### src/sv/tppm_pkg.sv
// Shared types, character codes and helper functions of the text pixel measurer.
`timescale 1ns / 1ps
`default_nettype none
package tppm_pkg;

  // Fixed field widths
  localparam int unsigned CHAR_BITS  = 8;
  localparam int unsigned FIELD_BITS = 16;   // x_position, bytes_consumed, widest_line
  localparam int unsigned POSITION_BITS = FIELD_BITS;  // position and byte count
  localparam int unsigned LIMIT_BITS = 16;   // pixel_limit
  localparam int unsigned TAB_BITS   = 12;   // tab_stop_pixels
  localparam int unsigned INC_BITS   = 12;   // per-byte increment (tab or up to three glyphs)
  localparam int unsigned CAUSE_BITS = 2;
  localparam int unsigned IN_TDATA_BITS  = 48;
  localparam int unsigned OUT_TDATA_BITS = 48;
  localparam int unsigned GLYPH_DEPTH    = 256;
  localparam int unsigned CFG_INDEX_BITS = 2;

  // Opcodes
  localparam logic OP_TABLE_WRITE = 1'b0;
  localparam logic OP_TEXT        = 1'b1;

  // Configuration register indexes
  localparam logic [CFG_INDEX_BITS-1:0] REG_TAB_STOP = 2'd0;
  localparam logic [CFG_INDEX_BITS-1:0] REG_INTL     = 2'd1;
  localparam logic [CFG_INDEX_BITS-1:0] REG_WIDE     = 2'd2;

  // Character codes
  localparam logic [CHAR_BITS-1:0] CH_TAB        = 8'h09;
  localparam logic [CHAR_BITS-1:0] CH_NEWLINE    = 8'h0A;
  localparam logic [CHAR_BITS-1:0] CH_SPACE      = 8'h20;
  localparam logic [CHAR_BITS-1:0] CH_AT         = 8'h40;
  localparam logic [CHAR_BITS-1:0] CH_CARET      = 8'h5E;
  localparam logic [CHAR_BITS-1:0] CH_LOWER_H    = 8'h68;
  localparam logic [CHAR_BITS-1:0] CH_TILDE      = 8'h7E;
  localparam logic [CHAR_BITS-1:0] CH_INTL_FIRST = 8'd160;

  typedef enum logic [CAUSE_BITS-1:0] {
    CAUSE_NEWLINE = 2'd0,
    CAUSE_LIMIT   = 2'd1,
    CAUSE_RANGE   = 2'd2
  } stop_cause_e;

  typedef enum logic [2:0] {
    KIND_GLYPH,    // one table lookup of the byte itself
    KIND_SPACE,    // space, optionally doubled
    KIND_HEX,      // two hex digits plus 'h'
    KIND_CONTROL,  // caret plus letter
    KIND_TAB,
    KIND_NEWLINE
  } byte_kind_e;

  typedef struct packed {
    logic        table_wr;   // write glyph table from the input transfer
    logic        load;       // latch a text byte from the input transfer
    logic        rd;         // issue a glyph table read
    logic [1:0]  step;       // which lookup of the byte
    logic        acc;        // add the returned width
    logic        div_start;  // clear the tab remainder
    logic        div_step;   // one remainder bit
    logic        commit;     // apply the new position unless over the limit
    logic        finish;     // close the line and load the result register
    stop_cause_e cause;
  } ctrl_cmd_t;

  typedef struct packed {
    logic       line_done;
    logic       range_end;
    byte_kind_e kind;
    logic       div_last;
    logic       over_limit;
    logic       out_busy;
  } dp_status_t;

  function automatic logic [CHAR_BITS-1:0] hex_ascii(input logic [3:0] nib);
    logic [CHAR_BITS-1:0] ch;
    case (nib)
      4'h0: ch = 8'h30;
      4'h1: ch = 8'h31;
      4'h2: ch = 8'h32;
      4'h3: ch = 8'h33;
      4'h4: ch = 8'h34;
      4'h5: ch = 8'h35;
      4'h6: ch = 8'h36;
      4'h7: ch = 8'h37;
      4'h8: ch = 8'h38;
      4'h9: ch = 8'h39;
      4'hA: ch = 8'h41;
      4'hB: ch = 8'h42;
      4'hC: ch = 8'h43;
      4'hD: ch = 8'h44;
      4'hE: ch = 8'h45;
      4'hF: ch = 8'h46;
      default: ch = 8'h30;
    endcase
    return ch;
  endfunction

endpackage
`default_nettype wire

### src/sv/tppm_ram.sv
// Generic simple dual-port RAM with registered read.
`timescale 1ns / 1ps
`default_nettype none
module tppm_ram #(
  parameter int unsigned WIDTH = 8,
  parameter int unsigned DEPTH = 256
) (
  input  wire logic                     clk_i,
  input  wire logic                     we_i,
  input  wire logic [$clog2(DEPTH)-1:0] waddr_i,
  input  wire logic [WIDTH-1:0]         wdata_i,
  input  wire logic                     re_i,
  input  wire logic [$clog2(DEPTH)-1:0] raddr_i,
  output logic      [WIDTH-1:0]         rdata_o
);

  logic [WIDTH-1:0] mem_q [DEPTH];
  logic [WIDTH-1:0] rdata_q;

  always_ff @(posedge clk_i) begin
    if (we_i) begin
      mem_q[waddr_i] <= wdata_i;
    end
    if (re_i) begin
      rdata_q <= mem_q[raddr_i];
    end
  end

  assign rdata_o = rdata_q;

endmodule
`default_nettype wire

### src/sv/tppm_ctrl.sv
// Sequencer of the text pixel measurer: walks each byte through lookup, tab and commit steps.
`timescale 1ns / 1ps
`default_nettype none
module tppm_ctrl
  import tppm_pkg::*;
(
  input  wire logic       clk_i,
  input  wire logic       rst_ni,
  input  wire logic       in_valid_i,
  input  wire logic       in_opcode_i,
  output logic            in_ready_o,
  input  wire dp_status_t sts_i,
  output ctrl_cmd_t       cmd_o
);

  typedef enum logic [2:0] {
    ST_IDLE,
    ST_DECIDE,
    ST_READ,
    ST_ACC,
    ST_DIV,
    ST_ADD,
    ST_FIN
  } state_e;

  state_e      state_q, state_d;
  logic [1:0]  step_q, step_d;
  stop_cause_e cause_q, cause_d;
  logic [1:0]  last_step;

  // Number of table lookups per byte kind, minus one
  always_comb begin
    case (sts_i.kind)
      KIND_HEX:     last_step = 2'd2;
      KIND_CONTROL: last_step = 2'd1;
      default:      last_step = 2'd0;
    endcase
  end

  always_comb begin
    state_d = state_q;
    step_d  = step_q;
    cause_d = cause_q;
    cmd_o   = '0;
    cmd_o.step  = step_q;
    cmd_o.cause = cause_q;
    in_ready_o  = 1'b0;
    case (state_q)
      ST_IDLE: begin
        in_ready_o = 1'b1;
        if (in_valid_i) begin
          if (in_opcode_i == OP_TEXT) begin
            cmd_o.load = 1'b1;
            state_d    = ST_DECIDE;
          end else begin
            cmd_o.table_wr = 1'b1;
          end
        end
      end
      ST_DECIDE: begin
        step_d = 2'd0;
        if (sts_i.line_done) begin
          state_d = ST_IDLE;
        end else if (sts_i.range_end) begin
          cause_d = CAUSE_RANGE;
          state_d = ST_FIN;
        end else if (sts_i.kind == KIND_NEWLINE) begin
          cause_d = CAUSE_NEWLINE;
          state_d = ST_FIN;
        end else if (sts_i.kind == KIND_TAB) begin
          cmd_o.div_start = 1'b1;
          state_d         = ST_DIV;
        end else begin
          state_d = ST_READ;
        end
      end
      ST_READ: begin
        cmd_o.rd = 1'b1;
        state_d  = ST_ACC;
      end
      ST_ACC: begin
        cmd_o.acc = 1'b1;
        if (step_q == last_step) begin
          state_d = ST_ADD;
        end else begin
          step_d  = step_q + 2'd1;
          state_d = ST_READ;
        end
      end
      ST_DIV: begin
        cmd_o.div_step = 1'b1;
        if (sts_i.div_last) begin
          state_d = ST_ADD;
        end
      end
      ST_ADD: begin
        cmd_o.commit = 1'b1;
        if (sts_i.over_limit) begin
          cause_d = CAUSE_LIMIT;
          state_d = ST_FIN;
        end else begin
          state_d = ST_IDLE;
        end
      end
      ST_FIN: begin
        if (!sts_i.out_busy) begin
          cmd_o.finish = 1'b1;
          state_d      = ST_IDLE;
        end
      end
      default: begin
        state_d = ST_IDLE;
      end
    endcase
  end

  always_ff @(posedge clk_i or negedge rst_ni) begin
    if (!rst_ni) begin
      state_q <= ST_IDLE;
      step_q  <= 2'd0;
      cause_q <= CAUSE_NEWLINE;
    end else begin
      state_q <= state_d;
      step_q  <= step_d;
      cause_q <= cause_d;
    end
  end

endmodule
`default_nettype wire

### src/sv/tppm_dp.sv
// Datapath of the text pixel measurer: glyph table, position, tab remainder and result register.
`timescale 1ns / 1ps
`default_nettype none
module tppm_dp
  import tppm_pkg::*;
(
  input  wire logic                      clk_i,
  input  wire logic                      rst_ni,
  input  wire ctrl_cmd_t                 cmd_i,
  output dp_status_t                     sts_o,
  // input fields
  input  wire logic [CHAR_BITS-1:0]      table_index_i,
  input  wire logic [CHAR_BITS-1:0]      table_width_i,
  input  wire logic [CHAR_BITS-1:0]      text_byte_i,
  input  wire logic                      line_start_i,
  input  wire logic                      limit_mode_i,
  input  wire logic [LIMIT_BITS-1:0]     pixel_limit_i,
  input  wire logic                      range_end_i,
  // configuration writes
  input  wire logic                      cfg_we_i,
  input  wire logic [CFG_INDEX_BITS-1:0] cfg_index_i,
  input  wire logic [TAB_BITS-1:0]       cfg_data_i,
  // result
  input  wire logic                      out_ready_i,
  output logic                           out_valid_o,
  output logic [FIELD_BITS-1:0]          out_x_o,
  output logic [FIELD_BITS-1:0]          out_bytes_o,
  output logic [FIELD_BITS-1:0]          out_widest_o,
  output stop_cause_e                    out_cause_o
);

  localparam int unsigned BIT_IDX_BITS = (POSITION_BITS > 1) ? $clog2(POSITION_BITS) : 1;
  localparam int unsigned ADD_BITS =
      ((POSITION_BITS > INC_BITS) ? POSITION_BITS : INC_BITS) + 1;
  localparam int unsigned CMP_BITS =
      (POSITION_BITS > LIMIT_BITS) ? POSITION_BITS : LIMIT_BITS;
  localparam logic [POSITION_BITS-1:0] POS_MAX = {POSITION_BITS{1'b1}};
  localparam logic [BIT_IDX_BITS-1:0]  TOP_BIT = BIT_IDX_BITS'(POSITION_BITS - 1);

  // configuration
  logic [TAB_BITS-1:0] tab_q;
  logic                intl_q;
  logic                wide_q;

  // latched byte
  logic [CHAR_BITS-1:0]  byte_q;
  logic                  limit_mode_q;
  logic [LIMIT_BITS-1:0] pixel_limit_q;
  logic                  range_end_q;

  // line state
  logic [POSITION_BITS-1:0] x_q, x_d;
  logic [POSITION_BITS-1:0] count_q, count_d;
  logic [POSITION_BITS-1:0] widest_q, widest_d;
  logic                     line_done_q, line_done_d;

  // increment and tab remainder
  logic [INC_BITS-1:0]     sum_q, sum_d;
  logic [TAB_BITS-1:0]     rem_q, rem_d;
  logic [BIT_IDX_BITS-1:0] bit_q, bit_d;

  // result register
  logic                  out_valid_q;
  logic [FIELD_BITS-1:0] out_x_q, out_bytes_q, out_widest_q;
  stop_cause_e           out_cause_q;

  byte_kind_e          kind;
  logic [CHAR_BITS-1:0] rd_addr;
  logic [CHAR_BITS-1:0] rd_data;
  logic [TAB_BITS-1:0]  tab_eff;
  logic [TAB_BITS:0]    rem_shift;
  logic [TAB_BITS-1:0]  rem_next;
  logic [INC_BITS-1:0]  add_width;
  logic [ADD_BITS-1:0]  x_sum;
  logic [POSITION_BITS-1:0] x_next;
  logic                 over_limit;

  tppm_ram #(
    .WIDTH (CHAR_BITS),
    .DEPTH (GLYPH_DEPTH)
  ) u_glyph_ram (
    .clk_i   (clk_i),
    .we_i    (cmd_i.table_wr),
    .waddr_i (table_index_i),
    .wdata_i (table_width_i),
    .re_i    (cmd_i.rd),
    .raddr_i (rd_addr),
    .rdata_o (rd_data)
  );

  // Classify the latched byte
  always_comb begin
    if (byte_q == CH_TAB) begin
      kind = KIND_TAB;
    end else if (byte_q == CH_NEWLINE) begin
      kind = KIND_NEWLINE;
    end else if (byte_q > CH_SPACE && byte_q <= CH_TILDE) begin
      kind = KIND_GLYPH;
    end else if (byte_q >= CH_INTL_FIRST && intl_q) begin
      kind = KIND_GLYPH;
    end else if (byte_q > CH_TILDE) begin
      kind = KIND_HEX;
    end else if (byte_q == CH_SPACE) begin
      kind = KIND_SPACE;
    end else begin
      kind = KIND_CONTROL;
    end
  end

  // Lookup address per kind and step
  always_comb begin
    case (kind)
      KIND_SPACE: rd_addr = CH_SPACE;
      KIND_HEX: begin
        case (cmd_i.step)
          2'd0:    rd_addr = hex_ascii(byte_q[7:4]);
          2'd1:    rd_addr = hex_ascii(byte_q[3:0]);
          default: rd_addr = CH_LOWER_H;
        endcase
      end
      KIND_CONTROL: begin
        if (cmd_i.step == 2'd0) begin
          rd_addr = CH_CARET;
        end else begin
          rd_addr = byte_q + CH_AT;
        end
      end
      default: rd_addr = byte_q;
    endcase
  end

  // Tab remainder: one dividend bit per step, restoring
  assign tab_eff   = (tab_q == '0) ? TAB_BITS'(1) : tab_q;
  assign rem_shift = {rem_q, x_q[bit_q]};
  assign rem_next  = (rem_shift >= {1'b0, tab_eff})
                   ? TAB_BITS'(rem_shift - {1'b0, tab_eff})
                   : rem_shift[TAB_BITS-1:0];

  // Width of the returned glyph, doubled for a wide space
  assign add_width = (kind == KIND_SPACE && wide_q)
                   ? {{(INC_BITS-CHAR_BITS-1){1'b0}}, rd_data, 1'b0}
                   : INC_BITS'(rd_data);

  // Saturating new position and limit check
  assign x_sum  = ADD_BITS'(x_q) + ADD_BITS'(sum_q);
  assign x_next = (x_sum > ADD_BITS'(POS_MAX)) ? POS_MAX : x_sum[POSITION_BITS-1:0];
  assign over_limit = limit_mode_q && (CMP_BITS'(x_next) > CMP_BITS'(pixel_limit_q));

  always_comb begin
    x_d         = x_q;
    count_d     = count_q;
    widest_d    = widest_q;
    line_done_d = line_done_q;
    sum_d       = sum_q;
    rem_d       = rem_q;
    bit_d       = bit_q;
    if (cmd_i.load) begin
      sum_d = '0;
      if (line_start_i) begin
        x_d         = '0;
        count_d     = '0;
        line_done_d = 1'b0;
      end
    end
    if (cmd_i.acc) begin
      sum_d = sum_q + add_width;
    end
    if (cmd_i.div_start) begin
      rem_d = '0;
      bit_d = TOP_BIT;
    end
    if (cmd_i.div_step) begin
      rem_d = rem_next;
      bit_d = bit_q - BIT_IDX_BITS'(1);
      if (bit_q == '0) begin
        sum_d = INC_BITS'(tab_eff - rem_next);
      end
    end
    if (cmd_i.commit && !over_limit) begin
      x_d = x_next;
      if (count_q != POS_MAX) begin
        count_d = count_q + POSITION_BITS'(1);
      end
    end
    if (cmd_i.finish) begin
      if (x_q > widest_q) begin
        widest_d = x_q;
      end
      line_done_d = 1'b1;
    end
  end

  always_ff @(posedge clk_i or negedge rst_ni) begin
    if (!rst_ni) begin
      tab_q       <= TAB_BITS'(8);
      intl_q      <= 1'b0;
      wide_q      <= 1'b0;
      x_q         <= '0;
      count_q     <= '0;
      widest_q    <= '0;
      line_done_q <= 1'b1;
      out_valid_q <= 1'b0;
    end else begin
      if (cfg_we_i) begin
        case (cfg_index_i)
          REG_TAB_STOP: tab_q  <= cfg_data_i;
          REG_INTL:     intl_q <= cfg_data_i[0];
          REG_WIDE:     wide_q <= cfg_data_i[0];
          default: ;
        endcase
      end
      x_q         <= x_d;
      count_q     <= count_d;
      widest_q    <= widest_d;
      line_done_q <= line_done_d;
      if (cmd_i.finish) begin
        out_valid_q <= 1'b1;
      end else if (out_ready_i) begin
        out_valid_q <= 1'b0;
      end
    end
  end

  // Payload registers
  always_ff @(posedge clk_i) begin
    if (cmd_i.load) begin
      byte_q        <= text_byte_i;
      limit_mode_q  <= limit_mode_i;
      pixel_limit_q <= pixel_limit_i;
      range_end_q   <= range_end_i;
    end
    sum_q <= sum_d;
    rem_q <= rem_d;
    bit_q <= bit_d;
    if (cmd_i.finish) begin
      out_x_q      <= FIELD_BITS'(x_q);
      out_bytes_q  <= FIELD_BITS'(count_q);
      out_widest_q <= FIELD_BITS'(widest_d);
      out_cause_q  <= cmd_i.cause;
    end
  end

  assign sts_o.line_done  = line_done_q;
  assign sts_o.range_end  = range_end_q;
  assign sts_o.kind       = kind;
  assign sts_o.div_last   = (bit_q == '0);
  assign sts_o.over_limit = over_limit;
  assign sts_o.out_busy   = out_valid_q && !out_ready_i;

  assign out_valid_o  = out_valid_q;
  assign out_x_o      = out_x_q;
  assign out_bytes_o  = out_bytes_q;
  assign out_widest_o = out_widest_q;
  assign out_cause_o  = out_cause_q;

endmodule
`default_nettype wire

### src/sv/text_pixel_position_measure_core.sv
// Top level of the text pixel measurer: ports, sequencer and datapath.
//
// Use: a stream of items enters on s_axis. tuser set marks a text byte, clear a
// glyph width table write (index and width in tdata). Table writes give no
// result. Text bytes walk the current line; a line is armed by line_start and
// closed by a newline, by tlast (range end, byte not counted) or, in limit
// mode, by a byte that would pass pixel_limit. Each close gives one result on
// m_axis: position, byte count, widest line so far and the stop cause in
// tuser.
// Bytes are handled one at a time. A glyph or space needs one table lookup, a
// control byte two and a hex byte three, each a read and an accumulate step
// through the registered glyph RAM port; a tab instead runs the bit-serial
// remainder unit over every position bit. A newline or range end close needs
// no lookup; a limit stop adds a close step to the byte's own work; either
// waits further while the result register is still full.
// A result register sits on m_axis: the block keeps taking bytes while a
// result waits; only a second close waits until the first transfer is taken.
// Reset clears the position, count and widest line, restores the register
// defaults and leaves no line armed; glyph table entries hold no value until
// written. Configuration writes are always ready and take effect next cycle.
`timescale 1ns / 1ps
`default_nettype none
module text_pixel_position_measure_core
  import tppm_pkg::*;
(
  input  wire logic                      clk_i,
  input  wire logic                      rst_ni,
  // input stream
  input  wire logic                      s_axis_tvalid,
  output logic                           s_axis_tready,
  // [7:0] table_index, [15:8] table_width, [23:16] text_byte, [24] line_start,
  // [25] limit_mode, [41:26] pixel_limit, [47:42] zero
  input  wire logic [IN_TDATA_BITS-1:0]  s_axis_tdata,
  input  wire logic                      s_axis_tuser,   // [0] opcode
  input  wire logic                      s_axis_tlast,   // range_end
  // result stream
  output logic                           m_axis_tvalid,
  input  wire logic                      m_axis_tready,
  // [15:0] x_position, [31:16] bytes_consumed, [47:32] widest_line
  output logic [OUT_TDATA_BITS-1:0]      m_axis_tdata,
  output logic [CAUSE_BITS-1:0]          m_axis_tuser,   // [1:0] stop_cause
  // configuration write channel
  input  wire logic                      cfg_valid_i,
  output logic                           cfg_ready_o,
  input  wire logic [CFG_INDEX_BITS-1:0] cfg_index_i,
  input  wire logic [TAB_BITS-1:0]       cfg_data_i
);

  ctrl_cmd_t             cmd;
  dp_status_t            sts;
  logic [FIELD_BITS-1:0] out_x, out_bytes, out_widest;
  stop_cause_e           out_cause;

  assign cfg_ready_o = 1'b1;

  // Sequencer: takes transfers while idle and steps each byte
  tppm_ctrl u_ctrl (
    .clk_i       (clk_i),
    .rst_ni      (rst_ni),
    .in_valid_i  (s_axis_tvalid),
    .in_opcode_i (s_axis_tuser),
    .in_ready_o  (s_axis_tready),
    .sts_i       (sts),
    .cmd_o       (cmd)
  );

  // Datapath: unpack tdata fields straight into it
  tppm_dp u_dp (
    .clk_i         (clk_i),
    .rst_ni        (rst_ni),
    .cmd_i         (cmd),
    .sts_o         (sts),
    .table_index_i (s_axis_tdata[7:0]),
    .table_width_i (s_axis_tdata[15:8]),
    .text_byte_i   (s_axis_tdata[23:16]),
    .line_start_i  (s_axis_tdata[24]),
    .limit_mode_i  (s_axis_tdata[25]),
    .pixel_limit_i (s_axis_tdata[41:26]),
    .range_end_i   (s_axis_tlast),
    .cfg_we_i      (cfg_valid_i && cfg_ready_o),
    .cfg_index_i   (cfg_index_i),
    .cfg_data_i    (cfg_data_i),
    .out_ready_i   (m_axis_tready),
    .out_valid_o   (m_axis_tvalid),
    .out_x_o       (out_x),
    .out_bytes_o   (out_bytes),
    .out_widest_o  (out_widest),
    .out_cause_o   (out_cause)
  );

  assign m_axis_tdata = {out_widest, out_bytes, out_x};
  assign m_axis_tuser = out_cause;

  // A new result only ever appears from a line close
  a_rise_from_finish : assert property (@(posedge clk_i) disable iff (!rst_ni)
    $rose(m_axis_tvalid) |-> $past(cmd.finish))
    else $error("result appeared without a line close");

  // The widest line reported covers the position of its own line
  a_widest_covers_x : assert property (@(posedge clk_i) disable iff (!rst_ni)
    cmd.finish |=> (m_axis_tdata[47:32] >= m_axis_tdata[15:0]))
    else $error("widest line below reported position");

  // No byte is taken while a byte is still in work: a close, a commit or a tab remainder step
  a_no_take_in_finish : assert property (@(posedge clk_i) disable iff (!rst_ni)
    (cmd.finish || cmd.commit || cmd.div_step) |-> !s_axis_tready)
    else $error("input taken while a byte is still in work");

  // A close never overwrites a result that is still waiting
  a_no_overwrite : assert property (@(posedge clk_i) disable iff (!rst_ni)
    cmd.finish |-> !(m_axis_tvalid && !m_axis_tready))
    else $error("pending result overwritten");

endmodule
`default_nettype wire
### config.mk
export PLATFORM = sky130hd
export DESIGN_NAME = text_pixel_position_measure_core
export DESIGN_NICKNAME = d
export VERILOG_FILES = /design/src/sv/tppm_pkg.sv /design/src/sv/tppm_ram.sv /design/src/sv/tppm_ctrl.sv /design/src/sv/tppm_dp.sv /design/src/sv/text_pixel_position_measure_core.sv
export SDC_FILE = /design/constraint.sdc
export NUM_CORES = 2
export LEC_CHECK = 0
export ABC_AREA = 0
export BUFFER_PORTS_ARGS = -buffer_cell sky130_fd_sc_hd__buf_2
export CAP_MARGIN = 10
export CORE_MARGIN = 2
export CORE_UTILIZATION = 35
export DETAILED_ROUTE_END_ITERATION = 10
export MAX_ROUTING_LAYER = met4
export PLACE_DENSITY = 0.46
export SETUP_SLACK_MARGIN = 0.15
export SLEW_MARGIN = 10
export SYNTH_ARGS = -nofsm -noshare
export SYNTH_HDL_FRONTEND = slang
export SYNTH_SLANG_ARGS = --single-unit
### constraint.sdc
create_clock -name clk_i -period 11.42 [get_ports clk_i]
set_input_delay 0.571 -clock clk_i [delete_from_list [all_inputs] [get_ports clk_i]]
set_output_delay 0.571 -clock clk_i [all_outputs]
set_load 0.02 [all_outputs]
==> out/results.ini <==
[layout]
syn2layout_area_growth_pct = 13.1
layout.nets = 7365
final_cell_mix = 2148 x edfxtp_1, 1722 x nand2_1, 569 x nand3_1, 358 x nor2_1, 246 x clkbuf_16
final_common_cell = edfxtp_1
fin_area_mm2 = 0.105
drive_above_1_share = 0.0941
fin_cells = 10900
nFillCells = 24900
utilization = 0.397

[worst_setup_path]
path_max_fanout = 39
r2r_end = u_dp.u_glyph_ram.rdata_o[0]
critPathLaunchType = register
worst_ep_arrival_time_ns = 7.72
r2r_start = u_dp.byte_q[7]
startpoint = u_dp.byte_q[7]
cp.required_ns = 12.01
rr_worst_depth = 17
ff2ff_setup_slack_ns = 4.29
worstSetupPathType = register to register
cp-end-kind = register
critPathCapture = u_dp.u_glyph_ram.rdata_o[0]

[synth]
ys_seq_area_frac = 0.718
synth_area_per_cell_um2 = 13.0
ys_warn_count = 0
synthArstFlopShare = 0.0317
synth_edf_count = 2148
ys.flop_type = edfxtp_1
ys_ff_latch = 2243
yosysTopAreaCell = edfxtp_1
syn_area_mm2 = 0.0930
synth_top_area_share = 0.693
yosys.cell_types.count = 94
synthCells = 7136
synth_fp_nets = 7298
synth.area.top_cells = edfxtp_1 69%, nand2_1 7.0%, nand3_1 3.1%, dfrtp_1 1.9%, a311oi_1 1.5%

[worst_hold_path]
hold_class = input pin to async pin

[pwr]
combPwrFrac = 0.322
power_frac_seq = 0.378
p_int_mw = 15.6
ir_worst_vdd_mv = 0.156
power.net_switching_mw = 9.25
switching_share = 0.372
leakage_nw = 35.7
pwr-share-clk = 0.300
power_mw = 24.8
powerDensity_mw_per_mm2 = 236

[route]
vias_per_cell = 5.52
ant_nets = 0
via_count = 60300
drt_first_pass_iters = 5
post_drt_wl_per_cell_um = 28.5
post-route-drc-count = 0
routed_wl_um = 311000
drt_iter0_drc = 6750

[timing]
hold_violations = 0
finalSetupViolCount = 0
finalSetupTns_ns = 0
fin_ws_ns = 4.29
timing.hold.ws_ns = 0.0686
post-route-min-period_ns = 7.13
finClkSkew_ns = 0.0867
tightest_slew_ns = 1.34
slew_headroom = 0.100
maxSlewViolCount = 0
min_period_over_period = 0.624
rsz0062_at_grt = no
fmax_ghz = 0.140

[global_route]
grt_pass1_vias = 56900
use_met3 = 0.0312
grt_overflow = 0
met2_usage = 0.350
grt.busiest_layer = met2
grt_pass1_wl_um = 439000
grt_max_degree = 176
antenna_found_initial = 22
grt_use_met1 = 0.326
grt_usage = 0.231

[placement]
dp.final_hpwl_um = 180000
pre_cts_slack_ns = 4.43
gp_congestion = 0.835
portBuffers = 114
dpl.cell_count = 10400
place_area_mm2 = 0.0974

[clocking]
cts_buffer_depth = 4
cts.sinks = 2243
cts_max_level = 4
cts-root-buf = clkbuf_16
cts_tree = yes
clk_pin_slew_ns = 0.06
cts_made_buffers = 244
clk_latency_ns = 0.93
cts_setup_buffers = 0

[floorplan]
die_x_um = 520
row_count = 189
die_h_um = 520
coreArea_mm2 = 0.265
start_util = 0.351
dieArea_mm2 = 0.270
ioPinCount = 122

[job]
maxCapViolations = 0

[run_status]
status = completed

## cell usage after synthesis (13+ instances only)
library cell     n
a211oi_1       102
a21oi_1        166
a221oi_1        13
a22oi_1         21
a311oi_1       164
a31oi_1        152
a32oi_1         36
and3_1         195
buf_1           50
buf_2          206
buf_4           25
clkbuf_1       179
dfrtp_1         69
dfxtp_1         24
edfxtp_1      2148
ha_1            89
inv_1           94
mux2_2          28
mux2i_1        105
mux4_2          36
nand2_1       1733
nand2b_1        19
nand3_1        575
nand4_1         41
nor2_1         368
nor2b_1         25
nor3_1          44
nor4_1          27
o211ai_1        16
o21a_1          17
o21ai_0         97
o221ai_1        22
o22ai_1         32
xnor2_1         23
## state kept, by name (all words and copies together) (netlist names), 3 cells and up, named ones only
| name | count |
|---|---|
| u_ctrl.state_q | 3 |
| u_dp.bit_q | 4 |
| u_dp.byte_q | 8 |
| u_dp.count_q | 16 |
| u_dp.out_bytes_o | 16 |
| u_dp.out_widest_o | 16 |
| u_dp.out_x_o | 16 |
| u_dp.pixel_limit_q | 16 |
| u_dp.rem_q | 12 |
| u_dp.sum_q | 12 |
| u_dp.tab_q | 12 |
| u_dp.u_glyph_ram.mem_q | 2048 |
| u_dp.u_glyph_ram.rdata_o | 8 |
| u_dp.widest_q | 16 |
| u_dp.x_q | 16 |
## worst min path at each step
| stage | startpoint | endpoint | slack, ns | depth (start not counted) |
|---|---|---|---|---|
| finish | rst_ni | u_dp.widest_q[3] | 0.07 | 2 |
| detailed placement | rst_ni | u_dp.widest_q[8] | 0.40 | 1 |
| floorplan | rst_ni | u_ctrl.cause_q[0] | 0.28 | 0 |
| CTS | cfg_index_i[0] | u_dp.intl_q | 0.002 | 3 |
| global route | cfg_index_i[0] | u_dp.intl_q | 0.05 | 3 |
| global placement | rst_ni | u_dp.widest_q[8] | 0.40 | 1 |
## power by group through the flow
stage | logic, mW | clock network, mW | registers, mW
2_1_floorplan | 4.63 | 0 | 9.49
3_3_place_gp | 7.97 | 0 | 9.57
3_5_place_dp | 7.98 | 0 | 9.57
4_1_cts | 8.02 | 7.57 | 9.40
5_1_grt | 8.52 | 7.86 | 9.42
6_report | 8.00 | 7.44 | 9.40
## what timing repair did
item / 4_1_cts / 5_1_grt
gates resized for setup: 0 / 0
endpoints found under the hold margin: 47 / 0
hold buffers: 42 / 0
## final cells by class
type	instances	area, um2	area share
multi-input cells	4327	24000	0.228
flip-flops and latches	2243	66800	0.635
clock buffers	312	6420	0.0611
diodes	18	45.0	0.000428
clock inverters	105	866	0.00823
well taps	3533	4420	0.0420
inverters	95	357	0.00339
repair buffers	292	2320	0.0220
## kinds of logic (layout without fill, tap and decap cells)
kind of cell | Yosys count | after routing | share of synthesized area
compound gates | 953 | 953 | 0.0720
xor+xnor | 34 | 34 | 0.00320
fa+ha+maj | 93 | 93 | 0.0128
buf+inv | 566 | 804 | 0.0275
flops | 2243 | 2243 | 0.718
mux | 170 | 170 | 0.0236
other cells | 1 | 19 | 0.0000403
simple gates | 3076 | 3076 | 0.143
## worst max-delay path, stage by stage (launching register included)
cell and delay (ns):
edfxtp_1 0.47, inv_1 0.16, ha_1 0.20, and4_1 0.21, a41o_1 0.28, or4_1 0.70
nor3_2 0.48, or3_4 0.62, buf_4 0.58, buf_4 0.60, nor2_2 0.04, buf_4 0.25
a32oi_1 0.21, a21oi_1 0.15, a2111oi_0 0.68, a21boi_1 0.26, o31ai_1 0.13, a211oi_1 0.69
## metal layers
layer,routed length (um),up-vias
met5,0,-
met4,8710,0
met3,20900,471
met2,142000,2274
met1,139000,30800
li1,-,26700
Power figures use the tool's default switching activity.
